**config.mk**
```make
export PLATFORM = sky130hd
export DESIGN_NAME = rcp_front
export DESIGN_NICKNAME = d
export VERILOG_FILES = /design/src/rtl/rcp_pkg.sv /design/src/rtl/rcp_front.sv
export SDC_FILE = /design/constraint.sdc
export NUM_CORES = 1
export LEC_CHECK = 0
export BUFFER_PORTS_ARGS = -buffer_cell sky130_fd_sc_hd__buf_2
export CAP_MARGIN = 25
export CELL_PAD_IN_SITES_DETAIL_PLACEMENT = 0
export CELL_PAD_IN_SITES_GLOBAL_PLACEMENT = 2
export CORE_UTILIZATION = 33
export CTS_CLUSTER_SIZE = 24
export DETAILED_ROUTE_END_ITERATION = 7
export PLACE_DENSITY = 0.87
export SETUP_SLACK_MARGIN = 0.3
export SLEW_MARGIN = 20
export SYNTH_ARGS = -nofsm -noshare
export SYNTH_HDL_FRONTEND = slang
export SYNTH_SLANG_ARGS = --single-unit
export TNS_END_PERCENT = 5
```
**constraint.sdc**
```tcl
create_clock -name clk -period 6 [get_ports clk]
set_input_delay 0 -clock clk [delete_from_list [all_inputs] [get_ports clk]]
set_output_delay 0 -clock clk [all_outputs]
set_load 0.005 [all_outputs]
```
**src/rtl/rcp_pkg.sv**
```systemverilog
// Shared types, widths and constants of the ray cube picking block.
// Used by rcp_front, rcp_back, ray_cube_pick_nearest and the testbench; depends on nothing.
`default_nettype none
package rcp_pkg;

    localparam int COORD_W = 24;
    localparam int LEN_W   = 23;
    localparam int DIST_W  = 25;
    localparam int IDXO_W  = 6;
    localparam int U_W     = 25;
    localparam int DS_W    = 26;
    localparam int N_W     = 27;
    localparam int MUL_W   = 27;
    localparam int PROD_W  = 54;
    localparam int T_W     = 55;
    localparam int NUM_W   = 53;
    localparam int DEN_W   = 26;
    localparam int Q_W     = 25;
    localparam int SQ_W    = 52;
    localparam int CFG_IDX_W = 3;

    localparam logic [DIST_W-1:0] DIST_MAX = {DIST_W{1'b1}};

    localparam logic [CFG_IDX_W-1:0] CFG_START_X = 3'd0;
    localparam logic [CFG_IDX_W-1:0] CFG_START_Y = 3'd1;
    localparam logic [CFG_IDX_W-1:0] CFG_START_Z = 3'd2;
    localparam logic [CFG_IDX_W-1:0] CFG_END_X   = 3'd3;
    localparam logic [CFG_IDX_W-1:0] CFG_END_Y   = 3'd4;
    localparam logic [CFG_IDX_W-1:0] CFG_END_Z   = 3'd5;

    typedef struct packed {
        logic signed [COORD_W-1:0] sx;
        logic signed [COORD_W-1:0] sy;
        logic signed [COORD_W-1:0] sz;
        logic signed [COORD_W-1:0] ex;
        logic signed [COORD_W-1:0] ey;
        logic signed [COORD_W-1:0] ez;
    } ray_t;

    // One queued cube: doubled offsets 2*(S - C), edge length and end mark.
    typedef struct packed {
        logic signed [DS_W-1:0] ds_x;
        logic signed [DS_W-1:0] ds_y;
        logic signed [DS_W-1:0] ds_z;
        logic [LEN_W-1:0]       len;
        logic                   last;
    } cube_t;

    typedef struct packed {
        logic                hit;
        logic [IDXO_W-1:0]   index;
        logic [DIST_W-1:0]   distance;
    } result_t;

endpackage
`default_nettype wire

```
**src/rtl/rcp_front.sv**
```systemverilog
// Front end: accepts cubes, forms the doubled start offsets and queues them.
// Depends on rcp_pkg.
`default_nettype none
module rcp_front (
    input  wire logic                          clk,
    input  wire logic                          rst_n,
    input  wire rcp_pkg::ray_t                 ray,
    input  wire logic                          push,
    output logic                               full,
    input  wire logic signed [rcp_pkg::COORD_W-1:0] center_x,
    input  wire logic signed [rcp_pkg::COORD_W-1:0] center_y,
    input  wire logic signed [rcp_pkg::COORD_W-1:0] center_z,
    input  wire logic [rcp_pkg::LEN_W-1:0]     edge_length,
    input  wire logic                          last_cube,
    output logic                               q_valid,
    input  wire logic                          q_take,
    output rcp_pkg::cube_t                     q_data
);

    rcp_pkg::cube_t entry_reg [2];
    logic           wr_ptr_reg, wr_ptr_next;
    logic           rd_ptr_reg, rd_ptr_next;
    logic [1:0]     count_reg, count_next;
    rcp_pkg::cube_t in_cube;
    logic           do_push, do_pop;

    function automatic logic signed [rcp_pkg::DS_W-1:0] dbl_diff(
        input logic signed [rcp_pkg::COORD_W-1:0] s,
        input logic signed [rcp_pkg::COORD_W-1:0] c);
        logic signed [rcp_pkg::COORD_W:0] d;
        begin
            d = {s[rcp_pkg::COORD_W-1], s} - {c[rcp_pkg::COORD_W-1], c};
            dbl_diff = {d, 1'b0};
        end
    endfunction

    always_comb
    begin
        in_cube.ds_x = dbl_diff(ray.sx, center_x);
        in_cube.ds_y = dbl_diff(ray.sy, center_y);
        in_cube.ds_z = dbl_diff(ray.sz, center_z);
        in_cube.len  = edge_length;
        in_cube.last = last_cube;
    end

    assign full    = (count_reg == 2'd2);
    assign q_valid = (count_reg != 2'd0);
    assign q_data  = entry_reg[rd_ptr_reg];
    assign do_push = push && !full;
    assign do_pop  = q_take && q_valid;

    always_comb
    begin
        wr_ptr_next = do_push ? !wr_ptr_reg : wr_ptr_reg;
        rd_ptr_next = do_pop ? !rd_ptr_reg : rd_ptr_reg;
        count_next  = count_reg + {1'b0, do_push} - {1'b0, do_pop};
    end

    always_ff @(posedge clk or negedge rst_n)
    begin
        if (!rst_n)
        begin
            wr_ptr_reg <= 1'b0;
            rd_ptr_reg <= 1'b0;
            count_reg  <= 2'd0;
        end
        else
        begin
            wr_ptr_reg <= wr_ptr_next;
            rd_ptr_reg <= rd_ptr_next;
            count_reg  <= count_next;
        end
    end

    always_ff @(posedge clk)
    begin
        if (do_push)
        begin
            entry_reg[wr_ptr_reg] <= in_cube;
        end
    end

endmodule
`default_nettype wire

```
==> impl_metrics.env <==
export IMPL_outcome="finished, final reports clean"
export IMPL_synth_top_area_share_pct=52.9
export IMPL_endpoint_kind="flop"
export IMPL_port_buffers=272
export IMPL_cts_buffers=23
export IMPL_die_height_um=187
export IMPL_synth_avg_cell_area_um2=12.1
export IMPL_wl_per_cell_um=15.5
export IMPL_gp_congestion=0.836
export IMPL_vias=8108
export IMPL_min_delay_path_class="in2reg"
export IMPL_synth_most_common_cell="edfxtp_1"
export IMPL_drv_cap=0
export IMPL_start_kind="input pin"
export IMPL_place_area_mm2=0.0131
export IMPL_postRouteAntennaNets=0
export IMPL_crit_required_ns=6.25
export IMPL_die_area_mm2=0.0348
export IMPL_power_frac_comb_pct=31.5
export IMPL_cts_resized=0
export IMPL_io_pins=348
export IMPL_initial_core_util_pct=33.5
export IMPL_relSlewSlack_pct=42.9
export IMPL_worst_slack_ns=2.96
export IMPL_synth_area_leader_cell="edfxtp_1"
export IMPL_nets=1564
export IMPL_finalClockSkew_ns=0.0148
export IMPL_yosys_top_cells_area="edfxtp_1, mux2_2, ha_1"
export IMPL_hpwl_um=19700
export IMPL_hold_violations=0
export IMPL_whs_ns=0.0262
export IMPL_clockBufferDepth=3
export IMPL_post_cts_buffers=0
export IMPL_clkSinkCount=202
export IMPL_final_util_pct=42.7
export IMPL_pwr_share_seq_pct=40.1
export IMPL_grt_max_degree=59
export IMPL_ys_warn_count=0
export IMPL_rsz0062_at_grt="no"
export IMPL_first_pass_iters=7
export IMPL_antenna_found_initial=1
export IMPL_cts_root_buf="clkbuf_16"
export IMPL_finalCritPeriodShare_pct=50.7
export IMPL_synth_edf_count=198
export IMPL_drt_first_iter_violations=376
export IMPL_netSwitchingFraction_pct=29.2
export IMPL_finalPower_mw=5.35
export IMPL_p_int_mw=3.79
export IMPL_fin_area_mm2=0.0143
export IMPL_h_tree_depth=1
export IMPL_synth_common_cells="edfxtp_1, inv_1, mux2_2"
export IMPL_vdd_ir_drop_max_uv=202
export IMPL_synth_flop_cell="edfxtp_1"
export IMPL_core_area_mm2=0.0335
export IMPL_insertion_delay_ns=0.51
export IMPL_p_leak_nw=6.01
export IMPL_die_x_um=187
export IMPL_grt_pass1_wl_um=42400
export IMPL_insertedDiodeCount=0
export IMPL_powerDensity_mw_per_mm2=373
export IMPL_place_ws_ns=2.93
export IMPL_syn_to_final_growth_pct=27.4
export IMPL_critPathArrivalTime_ns=3.29
export IMPL_slew_viol_final=0
export IMPL_async_flop_share_pct=1.98
export IMPL_largest_reg_flops=198
export IMPL_via_per_inst=4.75
export IMPL_grt_usage_pct=15.1
export IMPL_setup_viol=0
export IMPL_fin_crit_ns=3.04
export IMPL_rows=67
export IMPL_drive_above_1_share_pct=33.6
export IMPL_dp_cells=1627
export IMPL_tns_ns=0
export IMPL_yosysUniqueCellTypes=63
export IMPL_synth_seq_area_share_pct=53.8
export IMPL_wl_um=26500
export IMPL_netlist_area_mm2=0.0112
export IMPL_max_freq_mhz=329
export IMPL_clkPwrFrac_pct=28.4
export IMPL_path_clk_slew_ns=0.06
export IMPL_cts_tree="done"
export IMPL_seq_area_mm2=0.00605
export IMPL_multi_input_area_mm2=0.00473
export IMPL_critPathKind="in2reg"
export IMPL_tightestPinTransition_ns=0.845
export IMPL_num_fill_cells=3201
export IMPL_final_cell_count_no_fill=1707
export IMPL_cp_max_fo=4
export IMPL_drc_errors=0
export IMPL_grt_pass1_vias=8098
export IMPL_ys_ff_latch=202
export IMPL_syn_inst=926
export IMPL_netSwitchingPower_mw=1.56
export IMPL_grt_overflow=0
-- layout by cell type (no fill, tap or decap), types with 4 or more instances in the layout --
cell type / count
buf_2: 272
edfxtp_1: 198
inv_1: 100
mux2_2: 99
ha_1: 74
a21oi_1: 62
nor2_1: 54
xnor2_1: 46
o21ai_0: 41
nand2_1: 39
dlygate4sd3_1: 39
clkbuf_16: 23
a21o_1: 19
nor2b_1: 17
o21a_1: 12
nand2b_1: 12
nand3_1: 11
xor2_1: 11
a31oi_1: 9
o211ai_1: 8
nor3_1: 7
nand4_1: 6
o21bai_1: 6
bufinv_16: 6
and2_1: 4
o31a_1: 4
clkbuf_1: 4
clkinv_2: 4
buf_4: 4
-- power groups by stage --
| stage | registers [mW] | clock network [mW] | logic [mW] |
|---|---|---|---|
| after detailed placement | 2.19 | 0 | 1.69 |
| after CTS | 2.16 | 1.57 | 1.73 |
| after global placement | 2.17 | 0 | 1.68 |
| final | 2.15 | 1.52 | 1.68 |
| after floorplan | 2.13 | 0 | 1.08 |
| after global routing | 2.19 | 1.61 | 1.86 |
-- layer usage --
| layer | share of wire, % | GRT usage [%] |
|---|---|---|
| met4 | 2.4 | 4.19 |
| met2 | 50 | 26.5 |
| met3 | 4.5 | 2.48 |
| met5 | 0.049 | 0 |
| met1 | 43 | 19.0 |
-- timing repair --
item                                    CTS  global route
endpoints found under the hold margin    70             0
hold buffers                             39             0
endpoints found under the setup margin    0             0
-- worst paths after layout --
kind | from | cells past startpoint | slack [ns] | end
worst max-delay path | center_x[0] | 12 | 2.96 | entry_reg[0][98]
worst min-delay path | ray[119] | 3 | 0.03 | entry_reg[0][72]
worst max register to register | count_reg[1] | 3 | 3.68 | entry_reg[1][80]
worst min register to register | count_reg[1] | 1 | 0.49 | count_reg[1]
max in group asynchronous | rst_n | 3 | 5.40 | rd_ptr_reg
min in group asynchronous | rst_n | 3 | 0.42 | count_reg[1]
-- area by class of cell --
class                   count  share of cell area (%)
multi-input cells         601                    33.1
clock buffers              27                    4.13
repair buffers            315                    12.4
well taps                 448                    3.92
inverters                 100                    2.62
clock inverters            14                    1.57
flip-flops and latches    202                    42.3
-- cell families after synthesis --
| logic type | share of synthesized area, % |
|---|---|
| AND/OR/NAND/NOR | 7.29 |
| flip-flops | 53.8 |
| XOR/XNOR | 4.44 |
| AO/OA/AOI/OAI | 11.4 |
| adder cells (fa/ha/maj) | 8.77 |
| other | 0.0334 |
| multiplexers | 10.0 |
| buffers and inverters | 4.29 |
-- critical path, stage by stage --
cell           delay, ns
dlygate4sd3_1       0.54
buf_2               0.12
ha_1                0.24
fa_1                0.43
nor2b_1             0.14
o21a_1              0.13
o21ai_0             0.13
a21oi_1             0.27
o21ai_1             0.20
o311ai_0            0.73
and4_1              0.30
a21oi_1             0.05
(Power assumes the default switching activity.)
