--- src/rtl/rcp_pkg.sv ---
// Shared types, widths and constants of the ray cube picking block.
// Used by rcp_front, rcp_back, ray_cube_pick_nearest and the testbench; depends on nothing.
`default_nettype none
package rcp_pkg;

    localparam int COORD_W = 24;
    localparam int LEN_W   = 23;
    localparam int DIST_W  = 25;
    localparam int IDXO_W  = 6;
    localparam int U_W     = 25;
    localparam int DS_W    = 26;
    localparam int N_W     = 27;
    localparam int MUL_W   = 27;
    localparam int PROD_W  = 54;
    localparam int T_W     = 55;
    localparam int NUM_W   = 53;
    localparam int DEN_W   = 26;
    localparam int Q_W     = 25;
    localparam int SQ_W    = 52;
    localparam int CFG_IDX_W = 3;

    localparam logic [DIST_W-1:0] DIST_MAX = {DIST_W{1'b1}};

    localparam logic [CFG_IDX_W-1:0] CFG_START_X = 3'd0;
    localparam logic [CFG_IDX_W-1:0] CFG_START_Y = 3'd1;
    localparam logic [CFG_IDX_W-1:0] CFG_START_Z = 3'd2;
    localparam logic [CFG_IDX_W-1:0] CFG_END_X   = 3'd3;
    localparam logic [CFG_IDX_W-1:0] CFG_END_Y   = 3'd4;
    localparam logic [CFG_IDX_W-1:0] CFG_END_Z   = 3'd5;

    typedef struct packed {
        logic signed [COORD_W-1:0] sx;
        logic signed [COORD_W-1:0] sy;
        logic signed [COORD_W-1:0] sz;
        logic signed [COORD_W-1:0] ex;
        logic signed [COORD_W-1:0] ey;
        logic signed [COORD_W-1:0] ez;
    } ray_t;

    // One queued cube: doubled offsets 2*(S - C), edge length and end mark.
    typedef struct packed {
        logic signed [DS_W-1:0] ds_x;
        logic signed [DS_W-1:0] ds_y;
        logic signed [DS_W-1:0] ds_z;
        logic [LEN_W-1:0]       len;
        logic                   last;
    } cube_t;

    typedef struct packed {
        logic                hit;
        logic [IDXO_W-1:0]   index;
        logic [DIST_W-1:0]   distance;
    } result_t;

endpackage
`default_nettype wire

--- src/rtl/rcp_back.sv ---
// Back end: face-by-face intersection sequencer with a shared multiplier,
// a bit-serial divider and a bit-serial square root; keeps the nearest cube.
// Depends on rcp_pkg.
`default_nettype none
module rcp_back #(
    parameter int MAX_CUBES = 64
) (
    input  wire logic           clk,
    input  wire logic           rst_n,
    input  wire rcp_pkg::ray_t  ray,
    input  wire logic           q_valid,
    output logic                q_take,
    input  wire rcp_pkg::cube_t q_data,
    output logic                res_valid,
    input  wire logic           res_ready,
    output rcp_pkg::result_t    res
);

    localparam int CNT_W = $clog2(MAX_CUBES + 1);

    localparam logic [3:0] ST_IDLE   = 4'd0;
    localparam logic [3:0] ST_SETUP  = 4'd1;
    localparam logic [3:0] ST_MUL    = 4'd2;
    localparam logic [3:0] ST_CHECK  = 4'd3;
    localparam logic [3:0] ST_DIVSAT = 4'd4;
    localparam logic [3:0] ST_DIV    = 4'd5;
    localparam logic [3:0] ST_SQMUL  = 4'd6;
    localparam logic [3:0] ST_SQADD  = 4'd7;
    localparam logic [3:0] ST_SQRT   = 4'd8;
    localparam logic [3:0] ST_RESULT = 4'd9;
    localparam logic [3:0] ST_FACE   = 4'd10;
    localparam logic [3:0] ST_DONE   = 4'd11;

    logic [3:0] state_reg, state_next;
    logic [2:0] face_reg, face_next;
    logic [3:0] mstep_reg, mstep_next;
    logic [1:0] k_reg, k_next;
    logic [4:0] iter_reg, iter_next;

    logic signed [rcp_pkg::U_W-1:0]  ux_reg, uy_reg, uz_reg;
    logic signed [rcp_pkg::U_W-1:0]  ux_next, uy_next, uz_next;
    rcp_pkg::cube_t                  cube_reg, cube_next;
    logic signed [rcp_pkg::N_W-1:0]  n_reg, n_next;
    logic signed [rcp_pkg::PROD_W-1:0] prod_reg;
    logic [rcp_pkg::PROD_W-1:0]      lim_reg, lim_next;
    logic signed [rcp_pkg::T_W-1:0]  t1_reg, t1_next, t2_reg, t2_next;
    logic signed [rcp_pkg::PROD_W-1:0] num_reg [3];
    logic signed [rcp_pkg::PROD_W-1:0] num_next [3];
    logic                            sat_reg, sat_next;
    logic [rcp_pkg::SQ_W-1:0]        sq_reg, sq_next;
    logic [rcp_pkg::NUM_W-1:0]       rem_reg, rem_next, dsh_reg, dsh_next;
    logic [rcp_pkg::Q_W-1:0]         q_reg, q_next;
    logic [rcp_pkg::SQ_W-1:0]        v_reg, v_next, r_reg, r_next, b_reg, b_next;
    logic                            chit_reg, chit_next;
    logic [rcp_pkg::DIST_W-1:0]      cbest_reg, cbest_next;

    logic [rcp_pkg::DIST_W-1:0]      best_reg, best_next;
    logic [CNT_W-1:0]                bidx_reg, bidx_next;
    logic                            any_reg, any_next;
    logic [CNT_W-1:0]                cnt_reg, cnt_next;

    logic signed [rcp_pkg::MUL_W-1:0] ma, mb;
    logic [1:0]                      axis;
    logic                            side;
    logic signed [rcp_pkg::U_W-1:0]  ua, ub1, ub2, uk;
    logic signed [rcp_pkg::DS_W-1:0] dsa, dsb1, dsb2;
    logic [rcp_pkg::DEN_W-1:0]       ua_abs;
    logic [rcp_pkg::DEN_W-1:0]       den;
    logic [rcp_pkg::NUM_W-1:0]       num_abs;
    logic [rcp_pkg::PROD_W-1:0]      t1_abs, t2_abs;
    logic [rcp_pkg::SQ_W-1:0]        rb_sum;
    logic [rcp_pkg::DIST_W-1:0]      face_d;
    logic [rcp_pkg::DIST_W-1:0]      cube_d;
    logic                            upd_any;
    logic [CNT_W-1:0]                upd_idx;
    logic [rcp_pkg::DIST_W-1:0]      upd_best;
    logic [CNT_W+rcp_pkg::IDXO_W-1:0] idx_ext;
    logic                            cnt_ok;
    logic signed [rcp_pkg::N_W-1:0]  len_s;

    function automatic logic signed [rcp_pkg::U_W-1:0] sel_u(input logic [1:0] i,
        input logic signed [rcp_pkg::U_W-1:0] x, input logic signed [rcp_pkg::U_W-1:0] y,
        input logic signed [rcp_pkg::U_W-1:0] z);
        begin
            case (i)
                2'd0:    sel_u = x;
                2'd1:    sel_u = y;
                default: sel_u = z;
            endcase
        end
    endfunction

    function automatic logic signed [rcp_pkg::DS_W-1:0] sel_ds(input logic [1:0] i,
        input logic signed [rcp_pkg::DS_W-1:0] x, input logic signed [rcp_pkg::DS_W-1:0] y,
        input logic signed [rcp_pkg::DS_W-1:0] z);
        begin
            case (i)
                2'd0:    sel_ds = x;
                2'd1:    sel_ds = y;
                default: sel_ds = z;
            endcase
        end
    endfunction

    function automatic logic [rcp_pkg::PROD_W-1:0] abs_t(
        input logic signed [rcp_pkg::T_W-1:0] v);
        logic signed [rcp_pkg::T_W-1:0] m;
        begin
            m = (v < 0) ? -v : v;
            abs_t = m[rcp_pkg::PROD_W-1:0];
        end
    endfunction

    function automatic logic [rcp_pkg::DEN_W-1:0] DEN_FROM(
        input logic signed [rcp_pkg::U_W:0] v);
        begin
            DEN_FROM = v[rcp_pkg::DEN_W-1:0];
        end
    endfunction

    function automatic logic [rcp_pkg::NUM_W-1:0] NUM_FROM(
        input logic signed [rcp_pkg::PROD_W-1:0] v);
        begin
            NUM_FROM = v[rcp_pkg::NUM_W-1:0];
        end
    endfunction

    always_comb
    begin
        axis   = face_reg[2:1];
        side   = face_reg[0];
        ua     = sel_u(axis, ux_reg, uy_reg, uz_reg);
        ub1    = sel_u((axis == 2'd0) ? 2'd1 : 2'd0, ux_reg, uy_reg, uz_reg);
        ub2    = sel_u((axis == 2'd2) ? 2'd1 : 2'd2, ux_reg, uy_reg, uz_reg);
        uk     = sel_u(mstep_reg[1:0] - 2'd1, ux_reg, uy_reg, uz_reg);
        dsa    = sel_ds(axis, cube_reg.ds_x, cube_reg.ds_y, cube_reg.ds_z);
        dsb1   = sel_ds((axis == 2'd0) ? 2'd1 : 2'd0, cube_reg.ds_x, cube_reg.ds_y,
                        cube_reg.ds_z);
        dsb2   = sel_ds((axis == 2'd2) ? 2'd1 : 2'd2, cube_reg.ds_x, cube_reg.ds_y,
                        cube_reg.ds_z);
        ua_abs = (ua < 0) ? DEN_FROM(-{ua[rcp_pkg::U_W-1], ua})
                          : DEN_FROM({ua[rcp_pkg::U_W-1], ua});
        den    = {ua_abs[rcp_pkg::DEN_W-2:0], 1'b0};
        num_abs = (num_reg[k_reg] < 0) ? NUM_FROM(-num_reg[k_reg]) : NUM_FROM(num_reg[k_reg]);
        t1_abs = abs_t(t1_reg);
        t2_abs = abs_t(t2_reg);
        rb_sum = r_reg + b_reg;
        len_s  = {4'b0, cube_reg.len};
    end

    // Operand selection for the shared multiplier.
    always_comb
    begin
        ma = '0;
        mb = '0;
        if (state_reg == ST_SQMUL)
        begin
            ma = {2'b0, q_reg};
            mb = {2'b0, q_reg};
        end
        else
        begin
            case (mstep_reg)
                4'd0:
                begin
                    ma = len_s;
                    mb = {1'b0, ua_abs};
                end
                4'd1:
                begin
                    ma = {dsb1[rcp_pkg::DS_W-1], dsb1};
                    mb = {{2{ua[rcp_pkg::U_W-1]}}, ua};
                end
                4'd2:
                begin
                    ma = {{2{ub1[rcp_pkg::U_W-1]}}, ub1};
                    mb = n_reg;
                end
                4'd3:
                begin
                    ma = {dsb2[rcp_pkg::DS_W-1], dsb2};
                    mb = {{2{ua[rcp_pkg::U_W-1]}}, ua};
                end
                4'd4:
                begin
                    ma = {{2{ub2[rcp_pkg::U_W-1]}}, ub2};
                    mb = n_reg;
                end
                4'd5, 4'd6, 4'd7:
                begin
                    ma = {{2{uk[rcp_pkg::U_W-1]}}, uk};
                    mb = n_reg;
                end
                default:
                begin
                    ma = '0;
                    mb = '0;
                end
            endcase
        end
    end

    always_comb
    begin
        face_d = sat_reg ? rcp_pkg::DIST_MAX :
                 ((r_reg > {{(rcp_pkg::SQ_W-rcp_pkg::DIST_W){1'b0}}, rcp_pkg::DIST_MAX})
                  ? rcp_pkg::DIST_MAX : r_reg[rcp_pkg::DIST_W-1:0]);
        cube_d = chit_reg ? cbest_reg : '0;
        cnt_ok = (cnt_reg < CNT_W'(MAX_CUBES));
        upd_any  = any_reg;
        upd_idx  = bidx_reg;
        upd_best = best_reg;
        if (cnt_ok && (cube_d != '0) && (!any_reg || (cube_d < best_reg)))
        begin
            upd_any  = 1'b1;
            upd_idx  = cnt_reg;
            upd_best = cube_d;
        end
        idx_ext      = {{rcp_pkg::IDXO_W{1'b0}}, upd_idx};
        res.hit      = upd_any;
        res.index    = upd_any ? idx_ext[rcp_pkg::IDXO_W-1:0] : '0;
        res.distance = upd_any ? upd_best : '0;
        res_valid    = (state_reg == ST_DONE) && cube_reg.last;
        q_take       = (state_reg == ST_IDLE);
    end

    always_comb
    begin
        state_next = state_reg;
        face_next  = face_reg;
        mstep_next = mstep_reg;
        k_next     = k_reg;
        iter_next  = iter_reg;
        ux_next    = ux_reg;
        uy_next    = uy_reg;
        uz_next    = uz_reg;
        cube_next  = cube_reg;
        n_next     = n_reg;
        lim_next   = lim_reg;
        t1_next    = t1_reg;
        t2_next    = t2_reg;
        num_next   = num_reg;
        sat_next   = sat_reg;
        sq_next    = sq_reg;
        rem_next   = rem_reg;
        dsh_next   = dsh_reg;
        q_next     = q_reg;
        v_next     = v_reg;
        r_next     = r_reg;
        b_next     = b_reg;
        chit_next  = chit_reg;
        cbest_next = cbest_reg;
        best_next  = best_reg;
        bidx_next  = bidx_reg;
        any_next   = any_reg;
        cnt_next   = cnt_reg;
        case (state_reg)
            ST_IDLE:
            begin
                if (q_valid)
                begin
                    cube_next = q_data;
                    ux_next = {ray.ex[rcp_pkg::COORD_W-1], ray.ex} -
                              {ray.sx[rcp_pkg::COORD_W-1], ray.sx};
                    uy_next = {ray.ey[rcp_pkg::COORD_W-1], ray.ey} -
                              {ray.sy[rcp_pkg::COORD_W-1], ray.sy};
                    uz_next = {ray.ez[rcp_pkg::COORD_W-1], ray.ez} -
                              {ray.sz[rcp_pkg::COORD_W-1], ray.sz};
                    face_next  = 3'd0;
                    chit_next  = 1'b0;
                    state_next = cnt_ok ? ST_SETUP : ST_DONE;
                end
            end
            ST_SETUP:
            begin
                if (ua == '0)
                begin
                    state_next = ST_FACE;
                end
                else
                begin
                    n_next = (side ? -len_s : len_s) - {dsa[rcp_pkg::DS_W-1], dsa};
                    mstep_next = 4'd0;
                    sat_next   = 1'b0;
                    sq_next    = '0;
                    state_next = ST_MUL;
                end
            end
            ST_MUL:
            begin
                case (mstep_reg)
                    4'd1:    lim_next = prod_reg;
                    4'd2:    t1_next = {prod_reg[rcp_pkg::PROD_W-1], prod_reg};
                    4'd3:    t1_next = t1_reg + {prod_reg[rcp_pkg::PROD_W-1], prod_reg};
                    4'd4:    t2_next = {prod_reg[rcp_pkg::PROD_W-1], prod_reg};
                    4'd5:    t2_next = t2_reg + {prod_reg[rcp_pkg::PROD_W-1], prod_reg};
                    4'd6:    num_next[0] = prod_reg;
                    4'd7:    num_next[1] = prod_reg;
                    4'd8:    num_next[2] = prod_reg;
                    default: lim_next = lim_reg;
                endcase
                mstep_next = mstep_reg + 4'd1;
                if (mstep_reg == 4'd8)
                begin
                    state_next = ST_CHECK;
                end
            end
            ST_CHECK:
            begin
                mstep_next = 4'd0;
                k_next     = 2'd0;
                if ((t1_abs < lim_reg) && (t2_abs < lim_reg))
                begin
                    state_next = ST_DIVSAT;
                end
                else
                begin
                    state_next = ST_FACE;
                end
            end
            ST_DIVSAT:
            begin
                // A quotient of 2^25 or more saturates the distance outright.
                if (num_abs >= {2'b0, den, 25'b0})
                begin
                    sat_next = 1'b1;
                    if (k_reg == 2'd2)
                    begin
                        state_next = ST_RESULT;
                    end
                    else
                    begin
                        k_next = k_reg + 2'd1;
                    end
                end
                else
                begin
                    rem_next   = num_abs;
                    dsh_next   = {3'b0, den, 24'b0};
                    q_next     = '0;
                    iter_next  = 5'd24;
                    state_next = ST_DIV;
                end
            end
            ST_DIV:
            begin
                if (rem_reg >= dsh_reg)
                begin
                    rem_next = rem_reg - dsh_reg;
                    q_next   = {q_reg[rcp_pkg::Q_W-2:0], 1'b1};
                end
                else
                begin
                    q_next = {q_reg[rcp_pkg::Q_W-2:0], 1'b0};
                end
                dsh_next  = dsh_reg >> 1;
                iter_next = iter_reg - 5'd1;
                if (iter_reg == 5'd0)
                begin
                    state_next = ST_SQMUL;
                end
            end
            ST_SQMUL:
            begin
                state_next = ST_SQADD;
            end
            ST_SQADD:
            begin
                sq_next = sq_reg + prod_reg[rcp_pkg::SQ_W-1:0];
                if (k_reg == 2'd2)
                begin
                    if (sat_reg)
                    begin
                        state_next = ST_RESULT;
                    end
                    else
                    begin
                        v_next     = sq_reg + prod_reg[rcp_pkg::SQ_W-1:0];
                        r_next     = '0;
                        b_next     = {2'b01, 50'b0};
                        iter_next  = 5'd25;
                        state_next = ST_SQRT;
                    end
                end
                else
                begin
                    k_next     = k_reg + 2'd1;
                    state_next = ST_DIVSAT;
                end
            end
            ST_SQRT:
            begin
                if (v_reg >= rb_sum)
                begin
                    v_next = v_reg - rb_sum;
                    r_next = (r_reg >> 1) + b_reg;
                end
                else
                begin
                    r_next = r_reg >> 1;
                end
                b_next    = b_reg >> 2;
                iter_next = iter_reg - 5'd1;
                if (iter_reg == 5'd0)
                begin
                    state_next = ST_RESULT;
                end
            end
            ST_RESULT:
            begin
                if (!chit_reg || (face_d < cbest_reg))
                begin
                    cbest_next = face_d;
                end
                chit_next  = 1'b1;
                state_next = ST_FACE;
            end
            ST_FACE:
            begin
                if (face_reg == 3'd5)
                begin
                    state_next = ST_DONE;
                end
                else
                begin
                    face_next  = face_reg + 3'd1;
                    state_next = ST_SETUP;
                end
            end
            ST_DONE:
            begin
                if (!cube_reg.last)
                begin
                    any_next   = upd_any;
                    bidx_next  = upd_idx;
                    best_next  = upd_best;
                    cnt_next   = cnt_ok ? cnt_reg + CNT_W'(1) : cnt_reg;
                    state_next = ST_IDLE;
                end
                else if (res_ready)
                begin
                    any_next   = 1'b0;
                    bidx_next  = '0;
                    best_next  = rcp_pkg::DIST_MAX;
                    cnt_next   = '0;
                    state_next = ST_IDLE;
                end
            end
            default:
            begin
                state_next = ST_IDLE;
            end
        endcase
    end

    always_ff @(posedge clk or negedge rst_n)
    begin
        if (!rst_n)
        begin
            state_reg <= ST_IDLE;
            best_reg  <= rcp_pkg::DIST_MAX;
            bidx_reg  <= '0;
            any_reg   <= 1'b0;
            cnt_reg   <= '0;
        end
        else
        begin
            state_reg <= state_next;
            best_reg  <= best_next;
            bidx_reg  <= bidx_next;
            any_reg   <= any_next;
            cnt_reg   <= cnt_next;
        end
    end

    always_ff @(posedge clk)
    begin
        face_reg  <= face_next;
        mstep_reg <= mstep_next;
        k_reg     <= k_next;
        iter_reg  <= iter_next;
        ux_reg    <= ux_next;
        uy_reg    <= uy_next;
        uz_reg    <= uz_next;
        cube_reg  <= cube_next;
        n_reg     <= n_next;
        prod_reg  <= ma * mb;
        lim_reg   <= lim_next;
        t1_reg    <= t1_next;
        t2_reg    <= t2_next;
        num_reg   <= num_next;
        sat_reg   <= sat_next;
        sq_reg    <= sq_next;
        rem_reg   <= rem_next;
        dsh_reg   <= dsh_next;
        q_reg     <= q_next;
        v_reg     <= v_next;
        r_reg     <= r_next;
        b_reg     <= b_next;
        chit_reg  <= chit_next;
        cbest_reg <= cbest_next;
    end

endmodule
`default_nettype wire

--- config.mk ---
export PLATFORM = sky130hd
export DESIGN_NAME = rcp_back
export DESIGN_NICKNAME = d
export VERILOG_FILES = /design/src/rtl/rcp_pkg.sv /design/src/rtl/rcp_back.sv
export SDC_FILE = /design/constraint.sdc
export NUM_CORES = 2
export LEC_CHECK = 0
export BUFFER_PORTS_ARGS = -buffer_cell sky130_fd_sc_hd__buf_2
export CAP_MARGIN = 20
export CORE_MARGIN = 1.5
export CORE_UTILIZATION = 50
export CTS_CLUSTER_SIZE = 20
export DETAILED_ROUTE_END_ITERATION = 12
export PLACE_DENSITY = 0.66
export SETUP_SLACK_MARGIN = 0.1
export SLEW_MARGIN = 25
export SYNTH_ARGS = -nofsm -noshare
export SYNTH_HDL_FRONTEND = slang
export SYNTH_SLANG_ARGS = --single-unit
--- constraint.sdc ---
create_clock -name clk -period 13.4 [get_ports clk]
set_input_delay 2.01 -clock clk [delete_from_list [all_inputs] [get_ports clk]]
set_output_delay 2.01 -clock clk [all_outputs]
set_load 0.005 [all_outputs]
==> out/qor.tcl <==
set qor(multi_input_comb_area_um2) 60900
set qor(synth.cell_area_um2) 95400
set qor(skew_ps) 70.5
set qor(mappedNetlistNets) 12000
set qor(pin_count_of_the_biggest_net_entering_global_routing) 87
set qor(drt.antenna.violating_nets) 0
set qor(tritoncts_sinks) 978
set qor(ys_async_sr_fraction) 0.0440
set qor(design.die.area_um2) 193000
set qor(detail_route.first_pass.iterations) 5
set qor(layout_common_cells) {1,262 x sky130_fd_sc_hd__inv_1, 1,192 x sky130_fd_sc_hd__nand2_1, 881 x sky130_fd_sc_hd__edfxtp_1, 765 x sky130_fd_sc_hd__ha_1, 753 x sky130_fd_sc_hd__fa_1}
set qor(hold_path.startpoint) {best_reg[13]}
set qor(fillers) 17100
set qor(die_y_um) 440
set qor(critical_path.startpoint_type) {register}
set qor(yosysWarningCount) 0
set qor(routedWlPerCell_um) 22.6
set qor(cp.arrival_ps) 13080
set qor(post_drt_via_cell_ratio) 5.95
set qor(clk-insertion-delay-late_ps) 820
set qor(critPathCaptureType) {register}
set qor(tightestPinTransition_ps) 1140
set qor(outcome) {finished clean}
set qor(finalWorstPathRequiredPeriod_ps) 12440
set qor(area_delta_synth_final_pct) 8.88
set qor(path_delay_family) {adder cells}
set qor(synth.distinct_cells) 91
set qor(gp_congestion) 0.957
set qor(vias_in_the_first_global_route) 75800
set qor(max_slew_margin) 0.234
set qor(setup_repair_after_global_routing_missed_its_margin) {false}
set qor(grt_first_pass_wirelength_mm) 450
set qor(cell_rows) 160
set qor(met1Wirelength_mm) 127
set qor(min_path_type) {register to register}
set qor(drtIter0Drc) 7784
set qor(synth_largest_type_area_fraction) 0.277
set qor(seq_area_frac_synth) 0.300
set qor(achievable-frequency_ghz) 0.0804
set qor(pin_count) 284
set qor(setup_viol) 0
set qor(maxUsedRoutingLayer) {met5}
set qor(report.final.hold_viol_count) 0
set qor(layout_commonest_cell) {sky130_fd_sc_hd__inv_1}
set qor(tritoncts) {yes}
set qor(core_area_um2) 190000
set qor(route.detailed.drc) 0
set qor(grt.total_usage) 0.302
set qor(postCtsHoldBufs) 0
set qor(crit_path_max_incr_delay_ps) 830
set qor(largest_register_ffs) 162
set qor(chipWidth_um) 440
set qor(htree_num_levels) 3
set qor(clk_transition_reported_paths_ps) 60
set qor(wl_met2_mm) 130
set qor(cp_num_buf_inv) 5
set qor(hpwl_dp_mm) 231
set qor(crit_path_start) {face_reg[1]}
set qor(critPathMaxFanout) 29
set qor(cpMostUsedCell) {sky130_fd_sc_hd__fa_1}
set qor(cts_setup_buffers) 0
set qor(maxCapViolations) 0
set qor(drive_gt1_frac) 0.0759
set qor(crit_slowest_cell) {sky130_fd_sc_hd__xor2_1}
set qor(dr_total_vias) 77400
set qor(cts_max_path_buffers) 3
set qor(synth_enable_flop_cells) 881
set qor(dominantRegCellSynth) {sky130_fd_sc_hd__edfxtp_1}
set qor(syn_avg_cell_area_um2) 9.32
set qor(net_count_of_the_finished_layout) 12200
set qor(clockRootBuffer) {sky130_fd_sc_hd__clkbuf_16}
set qor(ys_ff_latch) 978
set qor(final.setup.tns_ps) 0
set qor(critPathKind) {register to register}
set qor(floorplan.initialDensity) 0.503
set qor(cts_buffers) 115
set qor(reg2reg_from) {face_reg[1]}
set qor(postSynthCellCount) 10200
set qor(synth_area_leaders) {sky130_fd_sc_hd__edfxtp_1 28%, sky130_fd_sc_hd__fa_1 16%, sky130_fd_sc_hd__ha_1 10%}
set qor(total_congestion_overflow) 0
set qor(critPathRequiredTime_ps) 14040
set qor(final_min_period_over_clock_period) 0.928
set qor(grt_antenna_before_repair) 11
set qor(timing_max_transition_violations_final) 0
set qor(routed_wl_mm) 294
set qor(cts_repair_resize_count) 0
set qor(register_area_um2) 28600
set qor(placement.io_buffers) 283
set qor(detailroute.wirelength.met3_mm) 26.3
set qor(post-synth-top-area-cell) {sky130_fd_sc_hd__edfxtp_1}
through the flow:
stage               area, um2  cells   util  worst slack [ps]  hold slack (ps)
global placement       100000  12800  0.527              1230              485
floorplan               95400  10200      -              2310              468
global route           104000  13000  0.547               411              527
CTS                    104000  13000  0.547               918              502
finish                 104000  13000  0.547               963              503
detailed placement     100000  12800  0.527              1060              493
final cells by class:
type                    instances  area share
diodes                          1   0.0000241
clock buffers                 141      0.0296
clock inverters                72     0.00688
inverters                    1263      0.0456
multi-input cells            7615       0.587
flip-flops and latches        978       0.276
well taps                    2511      0.0302
repair buffers                438      0.0253
worst paths after layout:
path                           endpoint  slack (ps)  cells after the start
setup / recovery           prod_reg[53]         960                     37
hold / removal             best_reg[13]         500                      2
setup reg to reg           prod_reg[53]         960                     37
hold reg to reg            best_reg[13]         500                      2
max in group asynchronous   bidx_reg[0]       11590                      2
min in group asynchronous   bidx_reg[3]        1360                      2
cell families (layout without fill, tap and decap cells):
logic type | after synthesis | after routing | share of synthesized area
adder cells (fa/ha/maj) | 1518 | 1518 | 0.258
buffers and inverters | 1645 | 1914 | 0.0651
AO/OA/AOI/OAI | 2248 | 2248 | 0.148
multiplexers | 210 | 210 | 0.0223
other | 0 | 1 | 0
flip-flops | 978 | 978 | 0.300
XOR/XNOR | 659 | 659 | 0.0605
AND/OR/NAND/NOR | 2980 | 2980 | 0.145
tightest hold or removal path, delay by kind of cell (launching register included):
kind,cells,cell delay [ps]
buffers and inverters,1,60
AOI/OAI and AO/OA,1,70
DFF,1,360
synth_stat cells, drive strengths merged, types with 54 or more instances:
cell type,count
a211oi,93
a21o,264
a21oi,602
a31oi,125
and2,154
and3,107
clkbuf,336
dfxtp,54
edfxtp,881
fa,753
ha,765
inv,1263
mux2i,186
nand2,1199
nand2b,80
nand3,120
nand4,89
nor2,668
nor2b,186
nor3,139
nor4,54
o21a,64
o21ai,581
o21bai,55
o31ai,82
or3,79
xnor2,414
xor2,245
per-layer routing:
layer,vias to the layer above,track usage
li1,35600,-
met1,38200,0.424
met2,3088,0.464
met3,538,0.0613
met4,2,0.105
met5,-,0
Power is not shown: default switching activity piles up to over one toggle a cycle in this logic, so the estimate is an artifact.
